===== config.mk =====
export PLATFORM = sky130hd
export DESIGN_NAME = rbwm_ctrl
export DESIGN_NICKNAME = d
export VERILOG_FILES = /design/src/runtime_budget_window_monitor_assert.svh /design/src/rbwm_pkg.sv /design/src/rbwm_ctrl.sv
export SDC_FILE = /design/constraint.sdc
export NUM_CORES = 1
export LEC_CHECK = 0
export ABC_AREA = 0
export BUFFER_PORTS_ARGS = -buffer_cell sky130_fd_sc_hd__buf_4
export CORE_MARGIN = 2
export CORE_UTILIZATION = 47
export CTS_CLUSTER_DIAMETER = 80
export CTS_CLUSTER_SIZE = 24
export DETAILED_ROUTE_END_ITERATION = 12
export GPL_TIMING_DRIVEN = 0
export PLACE_DENSITY = 0.79
export SYNTH_ARGS = -nofsm -noshare
export SYNTH_HDL_FRONTEND = slang
export SYNTH_SLANG_ARGS = --single-unit

===== constraint.sdc =====
create_clock -name clk -period 2.13 [get_ports clk]
set_input_delay 0.426 -clock clk [delete_from_list [all_inputs] [get_ports clk]]
set_output_delay 0.426 -clock clk [all_outputs]
set_load 0.005 [all_outputs]

===== src/runtime_budget_window_monitor_assert.svh =====
`ifndef RUNTIME_BUDGET_WINDOW_MONITOR_ASSERT_SVH
`define RUNTIME_BUDGET_WINDOW_MONITOR_ASSERT_SVH

// condition holds at every edge out of reset
`define RBWM_ASSERT_NOW(lbl, expr, msg) \
	lbl: assert property (@(posedge clk) disable iff (!arst_n) (expr)) else $error(msg);

// condition in one cycle implies another in the next
`define RBWM_ASSERT_NEXT(lbl, ante, cons, msg) \
	lbl: assert property (@(posedge clk) disable iff (!arst_n) (ante) |=> (cons)) else $error(msg);

`endif


===== src/rbwm_pkg.sv =====
package rbwm_pkg;

	localparam int GROUP_SLOTS_DEF = 256;
	localparam int PROC_SLOTS_DEF  = 256;
	localparam logic [5:0] WATCHED_RESET = 6'd10;

	typedef enum logic [1:0] {
		FN_SWITCH     = 2'd0,
		FN_SIGNAL     = 2'd1,
		FN_LOAD_GROUP = 2'd2,
		FN_LOAD_PROC  = 2'd3
	} func_t;

	typedef struct packed {
		func_t       func;
		logic [63:0] timestamp;
		logic [63:0] group_id;
		logic [31:0] process_id;
		logic [5:0]  signal_number;
		logic [63:0] period;
		logic [63:0] budget;
	} req_t;

	typedef struct packed {
		logic [1:0]  ok_events;
		logic [1:0]  fail_events;
		logic [63:0] ok_total;
		logic [63:0] fail_total;
		logic        status;
	} rsp_t;

	typedef struct packed {
		logic [63:0] key;
		logic [63:0] period;
		logic [63:0] budget;
		logic        state_valid;
		logic [63:0] window_start;
		logic [63:0] consumed_time;
		logic        window_open;
		logic        signal_seen;
	} grp_row_t;

	typedef struct packed {
		logic [31:0] key;
		logic [63:0] period;
		logic [63:0] budget;
	} proc_row_t;

	typedef enum logic {
		TBL_GROUP = 1'b0,
		TBL_PROC  = 1'b1
	} tbl_t;

	typedef enum logic [1:0] {
		KEY_LAST = 2'd0,
		KEY_GID  = 2'd1,
		KEY_PID  = 2'd2
	} key_sel_t;

	typedef enum logic [2:0] {
		GW_NONE      = 3'd0,
		GW_CHARGE    = 3'd1,
		GW_ROLL      = 3'd2,
		GW_SIGNAL    = 3'd3,
		GW_LOAD      = 3'd4,
		GW_INS_LOAD  = 3'd5,
		GW_INS_PROMO = 3'd6
	} gwr_t;

	typedef enum logic [1:0] {
		PW_NONE = 2'd0,
		PW_LOAD = 2'd1,
		PW_INS  = 2'd2
	} pwr_t;

	typedef struct packed {
		logic     accept;
		logic     srch_go;
		tbl_t     srch_tbl;
		key_sel_t srch_key;
		gwr_t     gwr;
		pwr_t     pwr;
		logic     set_fail;
		logic     finish;
	} dp_cmd_t;

	typedef struct packed {
		func_t func;
		logic  busy;
		logic  hit;
		logic  row_sv;
		logic  row_open;
		logic  g_full;
		logic  p_full;
		logic  chg_cond;
		logic  sig_match;
		logic  gid_nz;
		logic  rsp_block;
	} dp_sts_t;

	typedef enum logic [3:0] {
		S_IDLE,
		S_DISPATCH,
		S_CHG_GO,
		S_CHG_WAIT,
		S_SW_CUR,
		S_PR_P_GO,
		S_PR_P_WAIT,
		S_PR_G_GO,
		S_PR_G_WAIT,
		S_TGT_GO,
		S_TGT_WAIT,
		S_LG_GO,
		S_LG_WAIT,
		S_LP_GO,
		S_LP_WAIT,
		S_DONE
	} state_t;

endpackage


===== src/rbwm_ctrl.sv =====
module rbwm_ctrl (
	input  logic              clk,
	input  logic              arst_n,
	input  logic              req_valid,
	output logic              req_stall,
	input  rbwm_pkg::dp_sts_t sts,
	output rbwm_pkg::dp_cmd_t cmd
);

	rbwm_pkg::state_t state_q, state_d;

	always_ff @(posedge clk or negedge arst_n) begin
		if (!arst_n) begin
			state_q <= rbwm_pkg::S_IDLE;
		end else begin
			state_q <= state_d;
		end
	end

	always_comb begin
		state_d = state_q;
		unique case (state_q)
			rbwm_pkg::S_IDLE: begin
				if (req_valid) state_d = rbwm_pkg::S_DISPATCH;
			end
			rbwm_pkg::S_DISPATCH: begin
				unique case (sts.func)
					rbwm_pkg::FN_SWITCH: begin
						state_d = sts.chg_cond ? rbwm_pkg::S_CHG_GO : rbwm_pkg::S_SW_CUR;
					end
					rbwm_pkg::FN_SIGNAL: begin
						state_d = (sts.sig_match && sts.gid_nz) ? rbwm_pkg::S_PR_P_GO
							: rbwm_pkg::S_DONE;
					end
					rbwm_pkg::FN_LOAD_GROUP: state_d = rbwm_pkg::S_LG_GO;
					rbwm_pkg::FN_LOAD_PROC:  state_d = rbwm_pkg::S_LP_GO;
					default:                 state_d = rbwm_pkg::S_DONE;
				endcase
			end
			rbwm_pkg::S_CHG_GO:    state_d = rbwm_pkg::S_CHG_WAIT;
			rbwm_pkg::S_CHG_WAIT: begin
				if (!sts.busy) state_d = rbwm_pkg::S_SW_CUR;
			end
			rbwm_pkg::S_SW_CUR: begin
				state_d = sts.gid_nz ? rbwm_pkg::S_PR_P_GO : rbwm_pkg::S_DONE;
			end
			rbwm_pkg::S_PR_P_GO:   state_d = rbwm_pkg::S_PR_P_WAIT;
			rbwm_pkg::S_PR_P_WAIT: begin
				if (!sts.busy) state_d = sts.hit ? rbwm_pkg::S_PR_G_GO : rbwm_pkg::S_TGT_GO;
			end
			rbwm_pkg::S_PR_G_GO:   state_d = rbwm_pkg::S_PR_G_WAIT;
			rbwm_pkg::S_PR_G_WAIT: begin
				if (!sts.busy) state_d = rbwm_pkg::S_TGT_GO;
			end
			rbwm_pkg::S_TGT_GO:    state_d = rbwm_pkg::S_TGT_WAIT;
			rbwm_pkg::S_TGT_WAIT: begin
				if (!sts.busy) state_d = rbwm_pkg::S_DONE;
			end
			rbwm_pkg::S_LG_GO:     state_d = rbwm_pkg::S_LG_WAIT;
			rbwm_pkg::S_LG_WAIT: begin
				if (!sts.busy) state_d = rbwm_pkg::S_DONE;
			end
			rbwm_pkg::S_LP_GO:     state_d = rbwm_pkg::S_LP_WAIT;
			rbwm_pkg::S_LP_WAIT: begin
				if (!sts.busy) state_d = rbwm_pkg::S_DONE;
			end
			rbwm_pkg::S_DONE: begin
				if (!sts.rsp_block) state_d = rbwm_pkg::S_IDLE;
			end
			default: state_d = rbwm_pkg::S_IDLE;
		endcase
	end

	always_comb begin
		cmd = '{accept: 1'b0, srch_go: 1'b0, srch_tbl: rbwm_pkg::TBL_GROUP,
			srch_key: rbwm_pkg::KEY_GID, gwr: rbwm_pkg::GW_NONE,
			pwr: rbwm_pkg::PW_NONE, set_fail: 1'b0, finish: 1'b0};
		req_stall = (state_q != rbwm_pkg::S_IDLE);
		unique case (state_q) inside
			rbwm_pkg::S_IDLE: cmd.accept = req_valid;
			rbwm_pkg::S_CHG_GO: begin
				cmd.srch_go  = 1'b1;
				cmd.srch_key = rbwm_pkg::KEY_LAST;
			end
			rbwm_pkg::S_CHG_WAIT: begin
				if (!sts.busy && sts.hit && sts.row_sv) cmd.gwr = rbwm_pkg::GW_CHARGE;
			end
			rbwm_pkg::S_PR_P_GO: begin
				cmd.srch_go  = 1'b1;
				cmd.srch_tbl = rbwm_pkg::TBL_PROC;
				cmd.srch_key = rbwm_pkg::KEY_PID;
			end
			rbwm_pkg::S_PR_G_GO, rbwm_pkg::S_TGT_GO, rbwm_pkg::S_LG_GO: begin
				cmd.srch_go = 1'b1;
			end
			rbwm_pkg::S_PR_G_WAIT: begin
				if (!sts.busy && !sts.hit) begin
					if (!sts.g_full) cmd.gwr = rbwm_pkg::GW_INS_PROMO;
					else cmd.set_fail = 1'b1;
				end
			end
			rbwm_pkg::S_TGT_WAIT: begin
				if (!sts.busy && sts.hit) begin
					if (sts.func == rbwm_pkg::FN_SWITCH) cmd.gwr = rbwm_pkg::GW_ROLL;
					else if (sts.row_sv && sts.row_open) cmd.gwr = rbwm_pkg::GW_SIGNAL;
				end
			end
			rbwm_pkg::S_LG_WAIT: begin
				if (!sts.busy) begin
					if (sts.hit) cmd.gwr = rbwm_pkg::GW_LOAD;
					else if (!sts.g_full) cmd.gwr = rbwm_pkg::GW_INS_LOAD;
					else cmd.set_fail = 1'b1;
				end
			end
			rbwm_pkg::S_LP_GO: begin
				cmd.srch_go  = 1'b1;
				cmd.srch_tbl = rbwm_pkg::TBL_PROC;
				cmd.srch_key = rbwm_pkg::KEY_PID;
			end
			rbwm_pkg::S_LP_WAIT: begin
				if (!sts.busy) begin
					if (sts.hit) cmd.pwr = rbwm_pkg::PW_LOAD;
					else if (!sts.p_full) cmd.pwr = rbwm_pkg::PW_INS;
					else cmd.set_fail = 1'b1;
				end
			end
			rbwm_pkg::S_DONE: cmd.finish = !sts.rsp_block;
			default: ;
		endcase
	end

endmodule


==> results of run 1 <==
[per-stage QoR]
step | util (%) | setup TNS, ps
after floorplan | - | 0
after global placement | 68.49 | 0
after detailed placement | 68.49 | 0
after CTS | 70.90 | 0
after global routing | 71.36 | -14.98
final | 71.36 | 0
[critical path, stage by stage (launching register included)]
cell,delay [ps]
dfrtp_2,430
clkbuf_8,170
nand2b_1,180
nor3b_1,190
o21ai_0,110
a21oi_1,150
buf_4,130
[Yosys cell counts, types with 2 or more instances]
cell      number
nor4_1         3
nand2_1        3
nor3b_1        4
nor2b_1        3
o21ai_0        4
buf_6          5
dfrtp_1        4
a21o_1         2
a31oi_1        2
mux2_4         3
nand2b_1       3
o31a_1         2
a21boi_0       2
and4b_1        2
nor2_1         9
nand3_1        2
a21oi_1        4
clkbuf_8       3
[final cells by class]
class                   instances  area [um^2]  area share (%)
repair buffers                 28        212.7           22.08
well taps                      15        18.77           1.948
flip-flops and latches          4        101.3           10.52
multi-input cells              69        499.2           51.82
clock buffers                   3        22.52           2.338
plain buffers                  10        108.9           11.30
[how the worst max path moves through the flow]
stage                      startpoint      end  cells after the start
2_1_floorplan  state_q[2]$_DFFE_PN0P_  cmd[10]                      4
3_3_place_gp                   sts[8]   cmd[4]                      6
3_5_place_dp                   sts[8]   cmd[4]                      6
4_1_cts        state_q[2]$_DFFE_PN0P_  cmd[10]                      5
5_1_grt        state_q[0]$_DFFE_PN0P_   cmd[4]                      6
6_report       state_q[0]$_DFFE_PN0P_   cmd[4]                      6
[repair_timing]
| action | 4_1_cts | 5_1_grt |
|---|---|---|
| endpoints found under the hold margin | 4 | 0 |
| hold buffers | 1 | 0 |
| resized for setup | 0 | 2 |
| setup buffers | 0 | 0 |
| endpoints found under the setup margin | 0 | 2 |
[metal layers]
metal / wire length (um) / vias up
met5: 0 / -
met2: 1046 / 27
met1: 767 / 357
li1: - / 377
met4: 14 / 0
met3: 98 / 2
[cells by family (layout without fill, tap and decap cells)]
logic type             after synthesis  count (layout)  share of synthesized area [%]
buffers and inverters               10              41                          15.48
AND/OR/NAND/NOR                     40              40                          36.12
multiplexers                         3               3                          6.405
XOR/XNOR                             1               1                          1.246
flip-flops                           4               4                          14.24
AO/OA/AOI/OAI                       25              25                          26.51
[power breakdown]
part / switching, mW / leakage, nW / total (mW) / internal (mW)
sequential: 0.0386 / 0.0452 / 0.161 / 0.122
clock: 0.0261 / 0.0138 / 0.0888 / 0.0627
combinational: 0.489 / 0.371 / 1.07 / 0.577
total: 0.554 / 0.430 / 1.32 / 0.762
==> summary.md, run 1 <==
| Metric | Value |
|---|---|
| Post-DP HPWL | roughly 1500 um |
| Global-route wire length before repair | 3201 um |
| Synth area leader | dfrtp_1 |
| GRT Total Usage | 23.07% |
| Final WL | 1926 um |
| Register clock-pin slew on the reported worst setup and hold paths | ~30 ps |
| Slew headroom | 73.91% |
| Synth top area share | 14.23% |
| Commonest non-fill, non-tap cell in the layout | buf_4 |
| Layout area overhead | 37.01% |
| Area after DPL | about 900 um^2 |
| Share of cells above drive strength 1 | a little under half |
| Post-route ant nets | 0 |
| Synth Register Bits | 4 |
| DRT Pass-1 Iters | 4 |
| Skew final | 0.1831 ps |
| Setup crit end kind | output port |
| Final Net Count | 131 |
| Min Tclk post-route | 2016 ps |
| Fin area | 963.4 um^2 |
| Iter 0 DRT Violations | 26 |
| Arrival @ worst endpoint | 1590 ps |
| Placed cells | 125 |
| Fmax | 496.1 MHz |
| Synth cell types | 41 |
| Chip height | about 43 um |
| Most frequent cells in the layout | buf_4, nor2_1, buf_6, o21ai_0, a21oi_1 |
| RSZ-0062 raised after global routing | yes |
| Die Wd | 42.68 um |
| Num CTS Buffers | 3 |
| Post-synth net total | 98 |
| Worst-Margin Slew | 391.3 ps |
| M1 GR Usage | 28.57% |
| Dpl ws | 289.8 ps |
| Peak supply drop | 832.5 uV |
| R2R depth | 5 |
| Largest cells by area after synthesis | dfrtp_1, buf_6, mux2_4 |
| Met2 Track Usage GR | 38.48% |
| PwrDens | 1365 nW/um^2 |
| Via-per-instance ratio | 5.915 |
| CTS tree | yes |
| Synth warnings | 0 |
| ANT cells | 0 |
| Total power | ~1.3 mW |
| Post-route DRC violation count | 0 |
| Run status | finished clean |
| Mapped Cells | 83 |
| Finished Layout Cells | 129 |
| Worst-case clock buffer depth | 2 |
| Reg with most FFs | state_q |
| Fillers | ~110 |
| Leakage | 0.4302 nW |
| CP startpoint kind | flop |
| Crit-path max FO | 10 |
| Clock latency on the worst-skew pair | around 230 ps |
| Number of flip-flops in the largest register | 4 |
| Post-synth ARST share | 100.0% |
| Syn Std Cell Area | ~700 um^2 |
| I/O Pins | 28 |
| Busiest grt layer | met2 |
| Kind of critical path | reg2out |
| Hold WS | approximately 550 ps |
| Hold Path Class | in2async |
| CTS H-tree depth | 1 |
| Initial Util | ~52% |
| Largest net degree at the start of global routing | 11 |
| Post-synth EDFFs | 0 |
| MaxCap Viol Count | 0 |
| Antenna violations before repair | 0 |
| Gr ovfl total | 0 |
| Via count | approximately 760 |
| Top_reg_cell synth | dfrtp_1 |
| Worst r2r dst | state_q[2]$_DFFE_PN0P_ |
| Worst flop-to-flop path startpoint | state_q[3]$_DFFE_PN0P_ |
| Wirelength per Cell | around 15 um |
| Die Area | 1822 um^2 |
| Final Worst Setup Slack | 114.4 ps |
| Final setup vio count | 0 |
| Register area share after synthesis | around 14% |
| Final Cycle Share | 94.63% |
| R2R Setup Slk | ~430 ps |
| Met3 Resource Use GR | 4.255% |
| Final Wtd Congestion | 0.8237 |
| # rows | 13 |
| Vias in the first global route | 728 |
| Core Area | 1350 um^2 |
| Max Slew Vio Count | 0 |
| CTS root buffer | clkbuf_4 |
| Syn avg cell area | ~8.5 um^2 |
| I/O Buffers | 27 |
| Clock sink count | 4 |
| Required time worst endpoint | 1700 ps |
| Hold Vio Cnt, Final | 0 |
| Top flop regs | state_q x4 |
No activity file was read; power rests on OpenSTA's default activity.
==> run 2, diff against run 1 <==
--- a/config.mk
+++ b/config.mk
@@ -7,8 +7,10 @@
 export LEC_CHECK = 0
 export ABC_AREA = 0
 export BUFFER_PORTS_ARGS = -buffer_cell sky130_fd_sc_hd__buf_4
+export CELL_PAD_IN_SITES_DETAIL_PLACEMENT = 0
+export CELL_PAD_IN_SITES_GLOBAL_PLACEMENT = 1
 export CORE_MARGIN = 2
-export CORE_UTILIZATION = 47
+export CORE_UTILIZATION = 34
 export CTS_CLUSTER_DIAMETER = 80
 export CTS_CLUSTER_SIZE = 24
 export DETAILED_ROUTE_END_ITERATION = 12
==> run 2 against run 1 <==
Compared with the run above:
- routed wire length fell by 2.0%
- combinational power barely moved
- largest power group unchanged
- cell count rose by 9.3%
- highest routed layer unchanged
- power rose by 0.46%
- global-route usage fell by 5.9 points
- clock power rose by 10%
- clock-buffer cell count did not move
- worst hold slack got worse by 33 ps
==> summary.md, run 2 (synthesis gave the netlist of run 1 again) <==
| Metric | Value |
|---|---|
| Run status | finished clean |
| Top delay family on crit path | flip-flops |
| Dpl ws | 291.7 ps (+1.905 ps) |
| Net Sw Frac | 42.42% (+0.33 points) |
| Final Net Count | 131 (unchanged) |
| Post-CTS setup buffers | 0 (unchanged) |
| CP startpoint kind | flop |
| Reg with most FFs | state_q |
| Final Wtd Congestion | 0.7785 (-5.5%) |
| PwrDens | 1345 nW/um^2 (-1.5%) |
| ANT cells | 0 (unchanged) |
| Required time worst endpoint | 1700 ps (about the same) |
| Die Wd | 49.48 um (+16%) |
| Comb pwr share | 80.8% (-0.2 points) |
| Global-route wire length before repair | 3346 um (+4.5%) |
| R2R Setup Slk | 460 ps (+30 ps) |
| DRT Pass-1 Iters | 4 (unchanged) |
| Max Slew Vio Count | 0 (unchanged) |
| Post-route DRC violation count | 0 (unchanged) |
| Slowest stage delay, CP | 420 ps (about the same) |
| Fin util | 50.06% (-21 points) |
| Slowest-stage cell, CP | dfrtp_1 |
| CTS tree | yes |
| Sw Pwr | 560.5 uW (+1.2%) |
| Fillers | 200 (+85%) |
| GRT Total Usage | 17.13% (-5.9 points) |
| Post-route setup TNS | 0 ps (unchanged) |
| Final WL | 1888 um (-2.0%) |
| I/O Pins | 28 (unchanged) |
| Register clock-pin slew on the reported worst setup and hold paths | 40 ps (about the same) |
| Hold Path Class | in2async |
| Via count | 742 (-2.8%) |
| Crit-path max FO | 10 (unchanged) |
| Clock latency on the worst-skew pair | 240 ps (about the same) |
| Final Cycle Share | 93.36% (-1.3 points) |
| Worst-case clock buffer depth | 2 (unchanged) |
| Number of flip-flops in the largest register | 4 (unchanged) |
| CTS H-tree depth | 1 (unchanged) |
| Sequential share of power | 11.8% (-0.4 points) |
| Skew final | 6.232 ps (+6.049 ps) |
| Slew headroom | 73.27% (-0.64 points) |
| Post-DP HPWL | 1410 um (-7.9%) |
| Int Pwr | 760.8 uW (-0.11%) |
| Wirelength per Cell | 13.39 um (-10%) |
| Post-route ant nets | 0 (unchanged) |
| Final Worst Setup Slack | 141.5 ps (+27.05 ps) |
| Peak supply drop | 652.9 uV (-22%) |
| Share of cells above drive strength 1 | 45.61% (unchanged) |
| Buf/Inv on CP | 2 (unchanged) |
| Kind of critical path | reg2out |
| Layout area overhead | 39.68% |
| # rows | 16 (+3) |
| CTS root buffer | clkbuf_4 |
| Final setup vio count | 0 (unchanged) |
| MaxCap Viol Count | 0 (unchanged) |
| Worst-Margin Slew | 400.9 ps (+9.623 ps) |
| Largest net degree at the start of global routing | 11 (unchanged) |
| Most frequent cells in the layout | buf_4, nor2_1, buf_6 |
| Area after DPL | 939.7 um^2 (+1.6%) |
| Hold WS | 519.5 ps (-32.52 ps) |
| Core Area | 1962 um^2 (+45%) |
| Iter 0 DRT Violations | 21 (-19%) |
| Fmax | 502.9 MHz (+1.4%) |
| Clock sink count | 4 (unchanged) |
| Vias in the first global route | 743 (+2.1%) |
| Min Tclk post-route | 1989 ps (-27.05 ps) |
| Via-per-instance ratio | 5.262 (-11%) |
| Setup crit end kind | output port |
| Top flop regs | state_q x4 |
| RSZ-0062 raised after global routing | no |
| Clk network pwr share | 7.4% (+0.6 points) |
| Leakage | 0.4330 nW (+0.65%) |
| Antenna violations before repair | 0 (unchanged) |
| Die Area | 2448 um^2 (+34%) |
| CP cell instances | clkbuf_8 > nand2b_1 > nor3b_2 > o21ai_0 > a21oi_1 > buf_4 |
| I/O Buffers | 27 (unchanged) |
| Hold Vio Cnt, Final | 0 (unchanged) |
| Num CTS Buffers | 3 (unchanged) |
| Initial Util | 35.84% (-16 points) |
| Arrival @ worst endpoint | 1560 ps (-30 ps) |
| Chip height | 49.48 um (+16%) |
| Commonest non-fill, non-tap cell in the layout | buf_4 |
| Gr ovfl total | 0 (unchanged) |
| Fin area | 982.2 um^2 (+1.9%) |
==> run 2: cell type report <==
class	count	area, um^2	area share (%)
clock buffer	3	22.52	2.293
multi-input combinational	69	504.2	51.34
buffer	10	108.9	11.08
tap	27	33.78	3.439
sequential	4	100.1	10.19
timing repair buffer	28	212.7	21.66
==> run 2: stage by stage <==
stage	instances	power (mW)
4_1_cts	141	1.320
3_5_place_dp	137	1.213
2_1_floorplan	83	0.9493
3_3_place_gp	137	1.215
6_report	141	1.321
5_1_grt	141	1.431
==> run 2: final timing paths <==
kind	startpoint	endpoint	depth (start not counted)
hold / removal	arst_n	state_q[3]$_DFFE_PN0P_	2
hold reg to reg	state_q[3]$_DFFE_PN0P_	state_q[3]$_DFFE_PN0P_	3
min in group clk	sts[11]	state_q[3]$_DFFE_PN0P_	4
setup / recovery	state_q[0]$_DFFE_PN0P_	cmd[4]	6
max in group asynchronous	arst_n	state_q[2]$_DFFE_PN0P_	2
setup reg to reg	state_q[3]$_DFFE_PN0P_	state_q[0]$_DFFE_PN0P_	5
==> run 2: metal layers <==
layer  up-vias  global-route usage [%]  part of all wire (%)
met2        18                   29.28                    48
met5         -                       0                     0
met4         0                   6.944                   1.2
met1       344                   22.49                    48
li1        377                       -                     -
met3         3                  0.9091                   2.8
==> run 2: timing repair <==
action	in CTS	in global routing
hold buffers	1	0
resized for setup	0	2
endpoints found under the setup margin	0	2
hold endpoints to repair	4	0
==> run 2: power by group through the flow <==
stage,registers [mW],clock network [mW],logic [mW]
2_1_floorplan,0.150,0,0.800
3_3_place_gp,0.157,0,1.06
3_5_place_dp,0.158,0,1.06
4_1_cts,0.157,0.101,1.06
5_1_grt,0.161,0.106,1.16
6_report,0.157,0.0978,1.07
